**src/rtl/core/tscm_pkg.sv**
```systemverilog
// ============================================================================
// tscm_pkg - shared types, constants and functions for the toy SPN cipher
// Holds the S-boxes, the nibble permutation, register and mode codes.
// ============================================================================
package tscm_pkg;

    localparam int BLOCK_W   = 32;
    localparam int NIB_W     = 4;
    localparam int NUM_NIBS  = BLOCK_W / NIB_W;
    localparam int KEY_W     = 96;
    localparam int ROUNDS    = 4;
    localparam int RKEY_STEP = 16;  // round key r starts at key bit 16*r

    localparam int ADDR_W    = 5;
    localparam int DATA_W    = 32;
    localparam int REG_IDX_W = 3;
    localparam int MODE_W    = 2;

    // register index (paddr[4:2])
    localparam logic [REG_IDX_W-1:0] REG_KEY_LOW  = 3'd0;
    localparam logic [REG_IDX_W-1:0] REG_KEY_MID  = 3'd1;
    localparam logic [REG_IDX_W-1:0] REG_KEY_HIGH = 3'd2;
    localparam logic [REG_IDX_W-1:0] REG_IV       = 3'd3;
    localparam logic [REG_IDX_W-1:0] REG_MODE     = 3'd4;
    localparam logic [REG_IDX_W-1:0] REG_DIR      = 3'd5;

    // chaining modes; code 3 behaves as ECB
    localparam logic [MODE_W-1:0] MODE_ECB = 2'd0;
    localparam logic [MODE_W-1:0] MODE_CBC = 2'd1;
    localparam logic [MODE_W-1:0] MODE_OFB = 2'd2;

    localparam logic DIR_ENCRYPT = 1'b1;

    typedef logic [BLOCK_W-1:0] block_t;
    typedef logic [NIB_W-1:0]   nib_t;

    typedef struct packed {
        logic [KEY_W-1:0]  key;
        block_t            iv;
        logic [MODE_W-1:0] mode;
        logic              dir;
    } cfg_t;

    localparam nib_t SBOX_FWD [16] = '{
        4'hE, 4'h4, 4'hD, 4'h1, 4'h2, 4'hF, 4'hB, 4'h8,
        4'h3, 4'hA, 4'h6, 4'hC, 4'h5, 4'h9, 4'h0, 4'h7
    };
    localparam nib_t SBOX_INV [16] = '{
        4'hE, 4'h3, 4'h4, 4'h8, 4'h1, 4'hC, 4'hA, 4'hF,
        4'h7, 4'hD, 4'h9, 4'h6, 4'hB, 4'h2, 4'h0, 4'h5
    };
    // output nibble i takes input nibble PERM_SRC[i] (zero based)
    localparam logic [2:0] PERM_SRC [NUM_NIBS] = '{
        3'd0, 3'd3, 3'd4, 3'd6, 3'd2, 3'd5, 3'd1, 3'd7
    };

    function automatic block_t round_key(input logic [KEY_W-1:0] key, input int r);
        return key[RKEY_STEP*r +: BLOCK_W];
    endfunction

    function automatic block_t sub_fwd(input block_t v);
        block_t o;
        for (int i = 0; i < NUM_NIBS; i++) begin
            o[NIB_W*i +: NIB_W] = SBOX_FWD[v[NIB_W*i +: NIB_W]];
        end
        return o;
    endfunction

    function automatic block_t sub_inv(input block_t v);
        block_t o;
        for (int i = 0; i < NUM_NIBS; i++) begin
            o[NIB_W*i +: NIB_W] = SBOX_INV[v[NIB_W*i +: NIB_W]];
        end
        return o;
    endfunction

    function automatic block_t perm_fwd(input block_t v);
        block_t o;
        for (int i = 0; i < NUM_NIBS; i++) begin
            o[NIB_W*i +: NIB_W] = v[NIB_W*PERM_SRC[i] +: NIB_W];
        end
        return o;
    endfunction

    function automatic block_t perm_inv(input block_t v);
        block_t o;
        for (int i = 0; i < NUM_NIBS; i++) begin
            o[NIB_W*PERM_SRC[i] +: NIB_W] = v[NIB_W*i +: NIB_W];
        end
        return o;
    endfunction

endpackage

```
**src/rtl/core/tscm_cfg_regs.sv**
```systemverilog
// ============================================================================
// tscm_cfg_regs - APB configuration registers
// Key words, IV, chaining mode and direction; zero-wait writes and reads.
// ============================================================================
module tscm_cfg_regs (
    input  logic                         clk,
    input  logic                         rst_n,
    input  logic                         psel,
    input  logic                         penable,
    input  logic                         pwrite,
    input  logic [tscm_pkg::ADDR_W-1:0]  paddr,
    input  logic [tscm_pkg::DATA_W-1:0]  pwdata,
    output logic [tscm_pkg::DATA_W-1:0]  prdata,
    output logic                         pready,
    output tscm_pkg::cfg_t               cfg
);

    logic [tscm_pkg::REG_IDX_W-1:0] idx;
    logic                           wr_en;
    tscm_pkg::block_t               key_low_reg;
    tscm_pkg::block_t               key_mid_reg;
    tscm_pkg::block_t               key_high_reg;
    tscm_pkg::block_t               iv_reg;
    logic [tscm_pkg::MODE_W-1:0]    mode_reg;
    logic                           dir_reg;

    assign idx    = paddr[tscm_pkg::ADDR_W-1:2];
    assign pready = 1'b1;
    assign wr_en  = psel & penable & pwrite;

    always_ff @(posedge clk or negedge rst_n)
    begin
        if (!rst_n)
        begin
            key_low_reg  <= '0;
            key_mid_reg  <= '0;
            key_high_reg <= '0;
            iv_reg       <= '0;
            mode_reg     <= tscm_pkg::MODE_ECB;
            dir_reg      <= tscm_pkg::DIR_ENCRYPT;
        end
        else if (wr_en)
        begin
            unique case (idx)
                tscm_pkg::REG_KEY_LOW:  key_low_reg  <= pwdata;
                tscm_pkg::REG_KEY_MID:  key_mid_reg  <= pwdata;
                tscm_pkg::REG_KEY_HIGH: key_high_reg <= pwdata;
                tscm_pkg::REG_IV:       iv_reg       <= pwdata;
                tscm_pkg::REG_MODE:     mode_reg     <= pwdata[tscm_pkg::MODE_W-1:0];
                tscm_pkg::REG_DIR:      dir_reg      <= pwdata[0];
                default: ;  // unmapped: ignored
            endcase
        end
    end

    always_comb
    begin
        unique case (idx)
            tscm_pkg::REG_KEY_LOW:  prdata = key_low_reg;
            tscm_pkg::REG_KEY_MID:  prdata = key_mid_reg;
            tscm_pkg::REG_KEY_HIGH: prdata = key_high_reg;
            tscm_pkg::REG_IV:       prdata = iv_reg;
            tscm_pkg::REG_MODE:
                prdata = {{(tscm_pkg::DATA_W-tscm_pkg::MODE_W){1'b0}}, mode_reg};
            tscm_pkg::REG_DIR:      prdata = {{(tscm_pkg::DATA_W-1){1'b0}}, dir_reg};
            default:                prdata = '0;
        endcase
    end

    assign cfg.key  = {key_high_reg, key_mid_reg, key_low_reg};
    assign cfg.iv   = iv_reg;
    assign cfg.mode = mode_reg;
    assign cfg.dir  = dir_reg;

endmodule

```
**src/rtl/core/tscm_fwd_core.sv**
```systemverilog
// ============================================================================
// tscm_fwd_core - forward cipher datapath
// Four rounds of key mix, S-box and nibble permutation, then a final key mix.
// ============================================================================
module tscm_fwd_core (
    input  logic [tscm_pkg::KEY_W-1:0] key,
    input  tscm_pkg::block_t           blk_in,
    output tscm_pkg::block_t           blk_out
);

    tscm_pkg::block_t state [tscm_pkg::ROUNDS+1];

    assign state[0] = blk_in;

    for (genvar r = 0; r < tscm_pkg::ROUNDS; r++)
    begin : g_round
        assign state[r+1] = tscm_pkg::perm_fwd(
            tscm_pkg::sub_fwd(state[r] ^ tscm_pkg::round_key(key, r)));
    end

    assign blk_out = state[tscm_pkg::ROUNDS] ^ tscm_pkg::round_key(key, tscm_pkg::ROUNDS);

endmodule

```
**src/rtl/core/tscm_inv_core.sv**
```systemverilog
// ============================================================================
// tscm_inv_core - inverse cipher datapath
// Final key mix undone first, then four inverse rounds in reverse order.
// ============================================================================
module tscm_inv_core (
    input  logic [tscm_pkg::KEY_W-1:0] key,
    input  tscm_pkg::block_t           blk_in,
    output tscm_pkg::block_t           blk_out
);

    tscm_pkg::block_t state [tscm_pkg::ROUNDS+1];

    assign state[tscm_pkg::ROUNDS] = blk_in ^ tscm_pkg::round_key(key, tscm_pkg::ROUNDS);

    for (genvar r = tscm_pkg::ROUNDS; r > 0; r--)
    begin : g_round
        assign state[r-1] = tscm_pkg::sub_inv(tscm_pkg::perm_inv(state[r]))
                            ^ tscm_pkg::round_key(key, r-1);
    end

    assign blk_out = state[0];

endmodule

```
**src/rtl/core/toy_spn_cipher_with_modes.sv**
```systemverilog
// ============================================================================
// toy_spn_cipher_with_modes - 32-bit toy SPN block cipher, ECB/CBC/OFB
// One block per transfer; chain register kept for CBC and OFB.
// ============================================================================
//
//  channel | signals                                   | transfer when
//  --------+-------------------------------------------+----------------------
//  input   | in_valid, in_ready, data_in, restart      | in_valid & in_ready
//  output  | out_valid, out_ready, data_out            | out_valid & out_ready
//  config  | psel, penable, pwrite, paddr, pwdata, ... | psel & penable & pready
//
//  data_out is registered: each block passes the input register, then the
//  output register; throughput is one block per cycle while the output is not
//  stalled. The full cipher (four rounds plus final key mix) plus the mode
//  XORs sit between the two, and the chain register updates as the block
//  enters the output register, so chaining never stalls. Reset clears both
//  valid flags, the chain register and the config registers (direction resets
//  to encrypt). A stalled output holds; the input register still takes a block
//  when it is empty or the output register is free or being drained.
//
module toy_spn_cipher_with_modes (
    input  logic                         clk,
    input  logic                         rst_n,
    // APB config
    input  logic                         psel,
    input  logic                         penable,
    input  logic                         pwrite,
    input  logic [tscm_pkg::ADDR_W-1:0]  paddr,
    input  logic [tscm_pkg::DATA_W-1:0]  pwdata,
    output logic [tscm_pkg::DATA_W-1:0]  prdata,
    output logic                         pready,
    // input blocks
    input  logic                         in_valid,
    output logic                         in_ready,
    input  logic [tscm_pkg::BLOCK_W-1:0] data_in,
    input  logic                         restart,
    // output blocks
    output logic                         out_valid,
    input  logic                         out_ready,
    output logic [tscm_pkg::BLOCK_W-1:0] data_out
);

    tscm_pkg::cfg_t   cfg;

    // input register
    logic             s1_valid_reg;
    tscm_pkg::block_t s1_data_reg;
    logic             s1_restart_reg;

    // output register and chain state
    logic             out_valid_reg;
    logic             out_valid_next;
    tscm_pkg::block_t out_data_reg;
    tscm_pkg::block_t chain_reg;
    tscm_pkg::block_t chain_next;

    tscm_pkg::block_t chain_cur;
    tscm_pkg::block_t fwd_in;
    tscm_pkg::block_t fwd_out;
    tscm_pkg::block_t inv_out;
    tscm_pkg::block_t result;

    logic             out_free;
    logic             advance;

    tscm_cfg_regs u_cfg (
        .clk     (clk),
        .rst_n   (rst_n),
        .psel    (psel),
        .penable (penable),
        .pwrite  (pwrite),
        .paddr   (paddr),
        .pwdata  (pwdata),
        .prdata  (prdata),
        .pready  (pready),
        .cfg     (cfg)
    );

    // handshake: stage 1 moves into the output register when it is free
    assign out_free = !out_valid_reg || out_ready;
    assign advance  = s1_valid_reg && out_free;
    assign in_ready = !s1_valid_reg || out_free;

    always_ff @(posedge clk or negedge rst_n)
    begin
        if (!rst_n)
        begin
            s1_valid_reg <= 1'b0;
        end
        else if (in_ready)
        begin
            s1_valid_reg <= in_valid;
        end
    end

    always_ff @(posedge clk)
    begin
        if (in_ready && in_valid)
        begin
            s1_data_reg    <= data_in;
            s1_restart_reg <= restart;
        end
    end

    // restart swaps in the IV before this block is processed
    assign chain_cur = s1_restart_reg ? cfg.iv : chain_reg;

    // forward core input: keystream in OFB, whitened block in CBC encrypt
    always_comb
    begin
        unique case (cfg.mode)
            tscm_pkg::MODE_OFB: fwd_in = chain_cur;
            tscm_pkg::MODE_CBC: fwd_in = s1_data_reg ^ chain_cur;
            default:            fwd_in = s1_data_reg;
        endcase
    end

    tscm_fwd_core u_fwd (
        .key     (cfg.key),
        .blk_in  (fwd_in),
        .blk_out (fwd_out)
    );

    tscm_inv_core u_inv (
        .key     (cfg.key),
        .blk_in  (s1_data_reg),
        .blk_out (inv_out)
    );

    // mode select for result and next chain value
    always_comb
    begin
        unique case (cfg.mode)
            tscm_pkg::MODE_CBC:
            begin
                if (cfg.dir == tscm_pkg::DIR_ENCRYPT)
                begin
                    result     = fwd_out;
                    chain_next = fwd_out;
                end
                else
                begin
                    result     = inv_out ^ chain_cur;
                    chain_next = s1_data_reg;
                end
            end
            tscm_pkg::MODE_OFB:
            begin
                result     = s1_data_reg ^ fwd_out;
                chain_next = fwd_out;
            end
            default:  // ECB, and the unused code
            begin
                result     = (cfg.dir == tscm_pkg::DIR_ENCRYPT) ? fwd_out : inv_out;
                chain_next = chain_cur;
            end
        endcase
    end

    assign out_valid_next = advance || (out_valid_reg && !out_ready);

    always_ff @(posedge clk or negedge rst_n)
    begin
        if (!rst_n)
        begin
            out_valid_reg <= 1'b0;
            chain_reg     <= '0;
        end
        else
        begin
            out_valid_reg <= out_valid_next;
            if (advance)
            begin
                chain_reg <= chain_next;
            end
        end
    end

    always_ff @(posedge clk)
    begin
        if (advance)
        begin
            out_data_reg <= result;
        end
    end

    assign out_valid = out_valid_reg;
    assign data_out  = out_data_reg;

endmodule
```
**config.mk**
```make
export PLATFORM = sky130hd
export DESIGN_NAME = toy_spn_cipher_with_modes
export DESIGN_NICKNAME = d
export VERILOG_FILES = /design/src/rtl/core/tscm_pkg.sv /design/src/rtl/core/tscm_cfg_regs.sv /design/src/rtl/core/tscm_fwd_core.sv /design/src/rtl/core/tscm_inv_core.sv /design/src/rtl/core/toy_spn_cipher_with_modes.sv
export SDC_FILE = /design/constraint.sdc
export NUM_CORES = 1
export LEC_CHECK = 0
export BUFFER_PORTS_ARGS = -buffer_cell sky130_fd_sc_hd__clkbuf_2
export CAP_MARGIN = 30
export CORE_MARGIN = 2
export CORE_UTILIZATION = 35
export DETAILED_ROUTE_END_ITERATION = 8
export GPL_TIMING_DRIVEN = 0
export SLEW_MARGIN = 0
export SYNTH_ARGS = -nofsm -noshare
export SYNTH_HDL_FRONTEND = slang
export SYNTH_SLANG_ARGS = --single-unit
```
**constraint.sdc**
```tcl
create_clock -name clk -period 8.5 [get_ports clk]
set_clock_uncertainty 0.05 [all_clocks]
set_input_delay 2.55 -clock clk [delete_from_list [all_inputs] [get_ports clk]]
set_output_delay 2.55 -clock clk [all_outputs]
set_load 0.02 [all_outputs]
```
; Yosys cells after proc, flatten, opt, wreduce, memory -nomap -nowiden
; Memories as Yosys holds them, arrays and structs flattened.
; Index checks and enable logic that the tools add are counted.
[totals]
mem_bits_ro = 4096
elab_cells = 378
in_bits = 77
register_bits = 230
mem_count = 64
out_inout_bits = 67
[mem_list]
columns = name, words, width, rd, rd_ports_with_merged_regs, write_ports, line_no
row1 = (no name shown), 16, 4, 1, 0, 0, tscm_pkg.sv:72  ; o[NIB_W*i +: NIB_W] = SBOX_INV[v[NIB_W*i +: NIB_W]];
row2 = (no name shown), 16, 4, 1, 0, 0, tscm_pkg.sv:72
row3 = (no name shown), 16, 4, 1, 0, 0, tscm_pkg.sv:72
row4 = (no name shown), 16, 4, 1, 0, 0, tscm_pkg.sv:72
row5 = (no name shown), 16, 4, 1, 0, 0, tscm_pkg.sv:72
row6 = (no name shown), 16, 4, 1, 0, 0, tscm_pkg.sv:72
row7 = 58 more memories, -, -, -, -, -, -
[classes]
eq_ne = 7
n_lt_le_gt_ge = 64
bitwise = 79
reduce_logical = 16
mux = 136
[op_table]
columns = op, n
row1 = 4-bit two-way mux, 128
row2 = 32-bit bitwise XOR, 13
row3 = 5-bit greater-or-equal comparator (second input constant), 64
row4 = 4-bit NOT with 5-bit output, 64
row5 = 32-bit one-hot mux with 2 select lines, 3
row6 = 32-bit one-hot mux with 6 select lines, 1
row7 = 32-bit two-way mux, 4
row8 = 2-bit AND reduction, 6
row9 = 3-bit by 2-bit equality test with 1-bit output (second input constant), 2
row10 = 3-bit equality test (second input constant), 2
row11 = 3-bit by 1-bit equality test with 1-bit output (second input constant), 1
row12 = 1-bit logical AND, 3
row13 = 1-bit logical NOT, 3
row14 = 3-bit logical NOT, 1
row15 = 1-bit logical OR, 3
row16 = 1-bit bitwise AND, 2
row17 = 2-bit by 1-bit equality test with 1-bit output (second input constant), 1
row18 = 2-bit equality test (second input constant), 1

; Longest topological paths before layout
[logic_depth]
word_depth = 26
depth_mapped = 33
ltp_nobuf = 29

; Modules after synthesis
; Synthesis repeated with hierarchy kept, for this count alone.
[hier_totals]
cells_unflattened = 3099
hier_area_um2 = 29603.4
[modules_own_cells]
columns = module, n_inst, area_per_inst_um2, cells_each, seq_area_each_um2
row1 = tscm_fwd_core, 1, 8170.3, 1056, 0.0
row2 = tscm_inv_core, 1, 8147.8, 1002, 0.0
row3 = toy_spn_cipher_with_modes, 1, 7205.7, 668, 2802.7
row4 = tscm_cfg_regs, 1, 6079.6, 373, 3279.4

; Least setup slack after synthesis
; OpenSTA, ideal clock, no wires.
[synth_timing]
path_kind = reg2reg
start = reg u_cfg.mode_reg[0] (netlist name)
end = reg out_data_reg[20], in the netlist data_out[20] (data pin)
arrival_time_ns = 6.394
path_buffers = 4
setup_slack_ns = 1.800
stages_incl_launch_ff = 32
synth_period_minus_slack_ns = 6.700
setup_time_ns = 0.256
path_cell_list = dfrtp_1 -> inv_1 -> ha_1 -> buf_2 -> buf_4 -> buf_2 -> buf_2 -> a2111o_1 -> o211ai_2 -> inv_1 -> ha_1 -> a2111oi_0 -> a311oi_1 -> a21oi_2 -> xnor2_1 -> nand3_1 -> nor3b_1 -> nor3_1 -> or2_2 -> inv_1 -> ha_1 -> mux2i_1 -> a221oi_2 -> xor2_2 -> inv_2 -> ha_1 -> nand2b_1 -> a211oi_1 -> a311o_1 -> nor2_1 -> a311o_1 -> o22a_1
[synth_via]
elab_chain_len = 25
[synth_rtl]
columns = item, line_no
row1 = "start, declared", tscm_cfg_regs.sv:24  ; logic [tscm_pkg::MODE_W-1:0] mode_reg;
row2 = "start signal, assigned", tscm_cfg_regs.sv:39  ; mode_reg <= tscm_pkg::MODE_ECB;
row3 = "start signal, assigned", tscm_cfg_regs.sv:49  ; tscm_pkg::REG_MODE: mode_reg <= pwdata[tscm_pkg::MODE_W-1:0];
row4 = 2-bit by 1-bit equality test with 1-bit output / 2-bit equality test (equally long branches), "toy_spn_cipher_with_modes.sv:111, toy_spn_cipher_with_modes.sv:133"
row5 = 32-bit one-hot mux with 2 select lines, toy_spn_cipher_with_modes.sv:111  ; unique case (cfg.mode)
row6 = 32-bit bitwise XOR, tscm_fwd_core.sv:18  ; tscm_pkg::sub_fwd(state[r] ^ tscm_pkg::round_key(key, r)));
row7 = 4-bit NOT with 5-bit output (implied by the code), tscm_pkg.sv:64  ; o[NIB_W*i +: NIB_W] = SBOX_FWD[v[NIB_W*i +: NIB_W]];
row8 = memory read 16 x 4 bit, -
row9 = 4-bit two-way mux (implied by the code) (2 in a row), tscm_pkg.sv:64
row10 = 32-bit bitwise XOR, tscm_fwd_core.sv:18
row11 = 4-bit NOT with 5-bit output (implied by the code), tscm_pkg.sv:64
row12 = (+8 left out), -
row13 = 32-bit bitwise XOR, tscm_fwd_core.sv:18
row14 = 4-bit NOT with 5-bit output (implied by the code), tscm_pkg.sv:64
row15 = memory read 16 x 4 bit, -
row16 = 4-bit two-way mux (implied by the code) (2 in a row), tscm_pkg.sv:64
row17 = 32-bit bitwise XOR, tscm_fwd_core.sv:21  ; assign blk_out = state[tscm_pkg::ROUNDS] ^ tscm_pkg::round_key(key, tscm_pkg::ROUNDS);
row18 = 32-bit two-way mux (tied with other cells), toy_spn_cipher_with_modes.sv:154  ; result = (cfg.dir == tscm_pkg::DIR_ENCRYPT) ? fwd_out : inv_out;
row19 = 32-bit one-hot mux with 2 select lines (*), toy_spn_cipher_with_modes.sv:133  ; unique case (cfg.mode)
row20 = named net result[20], toy_spn_cipher_with_modes.sv:61  ; tscm_pkg::block_t result;
row21 = "end signal, assigned", toy_spn_cipher_with_modes.sv:183  ; out_data_reg <= result;
row22 = "end, declared", toy_spn_cipher_with_modes.sv:53  ; tscm_pkg::block_t out_data_reg;
; Mark *: on every way through the listed nets, which the timed path passes. The rest lies on a longest branch. The select of a mux whose other input is x is not followed.
; A chain may end at the register's enable or synchronous reset.

; Worst setup path after layout
[layout_timing]
start = reg u_cfg.mode_reg[1] (netlist name)
end = reg out_data_reg[6], in the netlist data_out[6] (data pin)
; Same word-level chain as after synthesis.

==> metrics <==
status finished clean; top cell type's share of synthesized area 14.1%; largest net degree at the start of global routing 59; average size of a mapped cell 8.96 µm²; reg2reg setup slack 0.09 ns; Worst Max-Slew Pin Slew 1.17 ns; hpwl dp 88100 µm; synthesis-stage register bit count 230; floorplan die height 292 µm; fin crit period 8.41 ns; CP Data Required Time 8.79 ns; Worst Hold Class register to register; Total Wirelength 116000 µm; Final Hold Violating Endpoints 0; Ys Warns 0; area leader, netlist dfrtp_1; first-pass detailed-route iteration total 6; global-route wire length before repair 166000 µm; max_cap viols 0; multi-input combinational cell area 21200 µm²; mux cell area share after synthesis 13.3%; final setup vio count 0; Final WS setup 0.0925 ns; Num Clock Sinks 230; adder-cell share of the synthesized area 8.73%; largest family of logic cells by synthesized area compound AO/OA/AOI/OAI gates; Worst setup EP type register; Tot GR Track Use 26.1%; Syn Nets 3522; kind of critical path register to register; relative max-transition margin 21.6%; WHS 0.453 ns; fraction of layout cells with a size suffix above 1 17.5%; Die ar. 85400 µm²; Critical Path Start Type register; Reg area 6080 µm²; commonest cells after routing, fill and taps aside xnor2_1, mux2i_1, ha_1; Max Root-Sink Buffers 3; Remaining Overflow, GRT 0; dpl cells 4469; Yosys cell types 124; NumNets Final 3723; period utilization 98.9%; crit-path leading delay family compound AO/OA/AOI/OAI gates; Max Fclk 0.119 GHz; Finished Layout Cells 4543; Slew Viols, Final 0; Post-Syn Area 29100 µm²; die width 292 µm; Worst EP arrival 8.70 ns; fin util 39.9%; Slowest-stage cell, CP a211oi_1; fillers 8216; initial antenna violation count 4; TritonCTS clock tree built; Via density 6.05; Layout area overhead 12.9%; initial core utilization 35.4%; via total after detailed routing 27494; placer congestion estimate 1.04; first-iteration detailed-routing DRC count 3112; worst-path fanout max 10; Core Area 82100 µm²; IO Port Bufs 138; critical path's largest stage delay 0.45 ns; Num CTS Buffers 35; Reg clk slew, reported paths 0.06 ns; Area contributors post-synth dfrtp_1, ha_1, xnor2_1; Root Buffer clkbuf_16; row count 105; Main synth FF type dfrtp_1; RSZ-0062 raised after global routing false; Post-DRT Antenna Nets 0; commonest non-fill, non-tap cell in the layout xnor2_1; WP buf/inv 9; CTS H-Tree Depth 2; vias in the first global route 24589; sequential area share after synthesis 20.9%; pre-CTS worst setup slack -0.404 ns; post-synthesis xor/xnor area fraction 14.2%; Clk Latency, worst-skew pair 0.59 ns; simple-gate area share of the yosys netlist 12.8%; Compound-Gate Fraction of Synth Area 23.2%; Post-synth EDFFs 65; I/O pins 144; WL/cell 25.5 µm; cell mode on critical path inv_1; Syn Inst Count 3243; Post-synth ARST share 71.7%; DRC 0
final cells by class:
class | instances | area share [%]
multi-input combinational | 2574 | 64.5
sequential | 230 | 18.5
tap | 1070 | 4.08
buffer | 226 | 3.55
timing repair buffer | 165 | 3.23
clock buffer | 46 | 3.05
inverter | 212 | 2.43
clock inverter | 18 | 0.580
antenna | 2 | 0.0153
path summary, 6_finish.rpt:
kind                       depth (start not counted)                      to         startpoint
hold / removal                                     1               out_valid       s1_valid_reg
hold reg to reg                                    1               out_valid       s1_valid_reg
max in group asynchronous                          3  u_cfg.key_high_reg[15]              rst_n
setup / recovery                                  30             data_out[6]  u_cfg.mode_reg[1]
setup reg to reg                                  30             data_out[6]  u_cfg.mode_reg[1]
min in group asynchronous                          1               out_valid              rst_n
worst reg2reg max path, delay by kind of cell, from the launching register on:
kind | cells | cell delay [ns]
compound gates | 8 | 2.49
buf+inv | 9 | 1.89
xor+xnor | 4 | 1.19
fa+ha+maj | 4 | 1.13
mux | 4 | 0.84
flops | 1 | 0.40
simple gates | 1 | 0.20
routing by layer:
metal	track usage [%]	vias up	part of all wire (%)
met5	0	-	0.011
met3	6.32	330	10
met2	38.5	1476	42
li1	-	12464	-
met1	34.8	13222	42
met4	14.7	2	6.2
repair_timing:
action	CTS	global route
endpoints found under the setup margin	6	28
pin swaps	0	1
gates resized for setup	4	30
hold buffers	0	0
setup buffers	0	3
cell usage after synthesis (13+ instances only):
cell type,instances
xnor2_1,278
o211a_1,15
nor3_1,57
dfrtp_1,164
ha_1,202
o211ai_1,54
inv_1,187
nand3_1,77
a31oi_1,17
nand2b_1,53
xor2_1,109
o22ai_1,20
and3_1,41
inv_2,22
nor3b_1,17
a211oi_1,56
a311oi_1,27
a31o_2,16
nand4_1,31
a21o_1,24
buf_6,14
nor2b_1,23
mux2_2,131
a21oi_1,117
a22o_1,33
mux2i_1,225
clkbuf_1,133
o221ai_1,26
xnor2_2,17
buf_1,14
or3_1,23
nand2_1,155
nor2_1,140
a221oi_1,51
o211ai_2,21
a2111o_1,25
a221o_1,38
buf_2,42
edfxtp_1,65
nor4_1,16
xor2_2,13
o21ai_0,134
a211o_1,23
a41oi_1,18
cells by family (layout without fill, tap and decap cells):
group | Yosys count | in the layout
XOR/XNOR | 428 | 428
buffers and inverters | 439 | 667
multiplexers | 366 | 366
other | 1 | 3
AND/OR/NAND/NOR | 711 | 711
AO/OA/AOI/OAI | 865 | 865
adder cells (fa/ha/maj) | 203 | 203
flip-flops | 230 | 230
through the flow:
step,cell area [µm²],TNS (ns)
finish,32800,0
global route,32800,0
CTS,32600,0
detailed placement,31400,-0.878
global placement,31100,-1.25
floorplan,29100,0
Power is left out: the tool's default activity adds up to more than one toggle a clock period on the data nets, which glitch-free logic cannot reach.
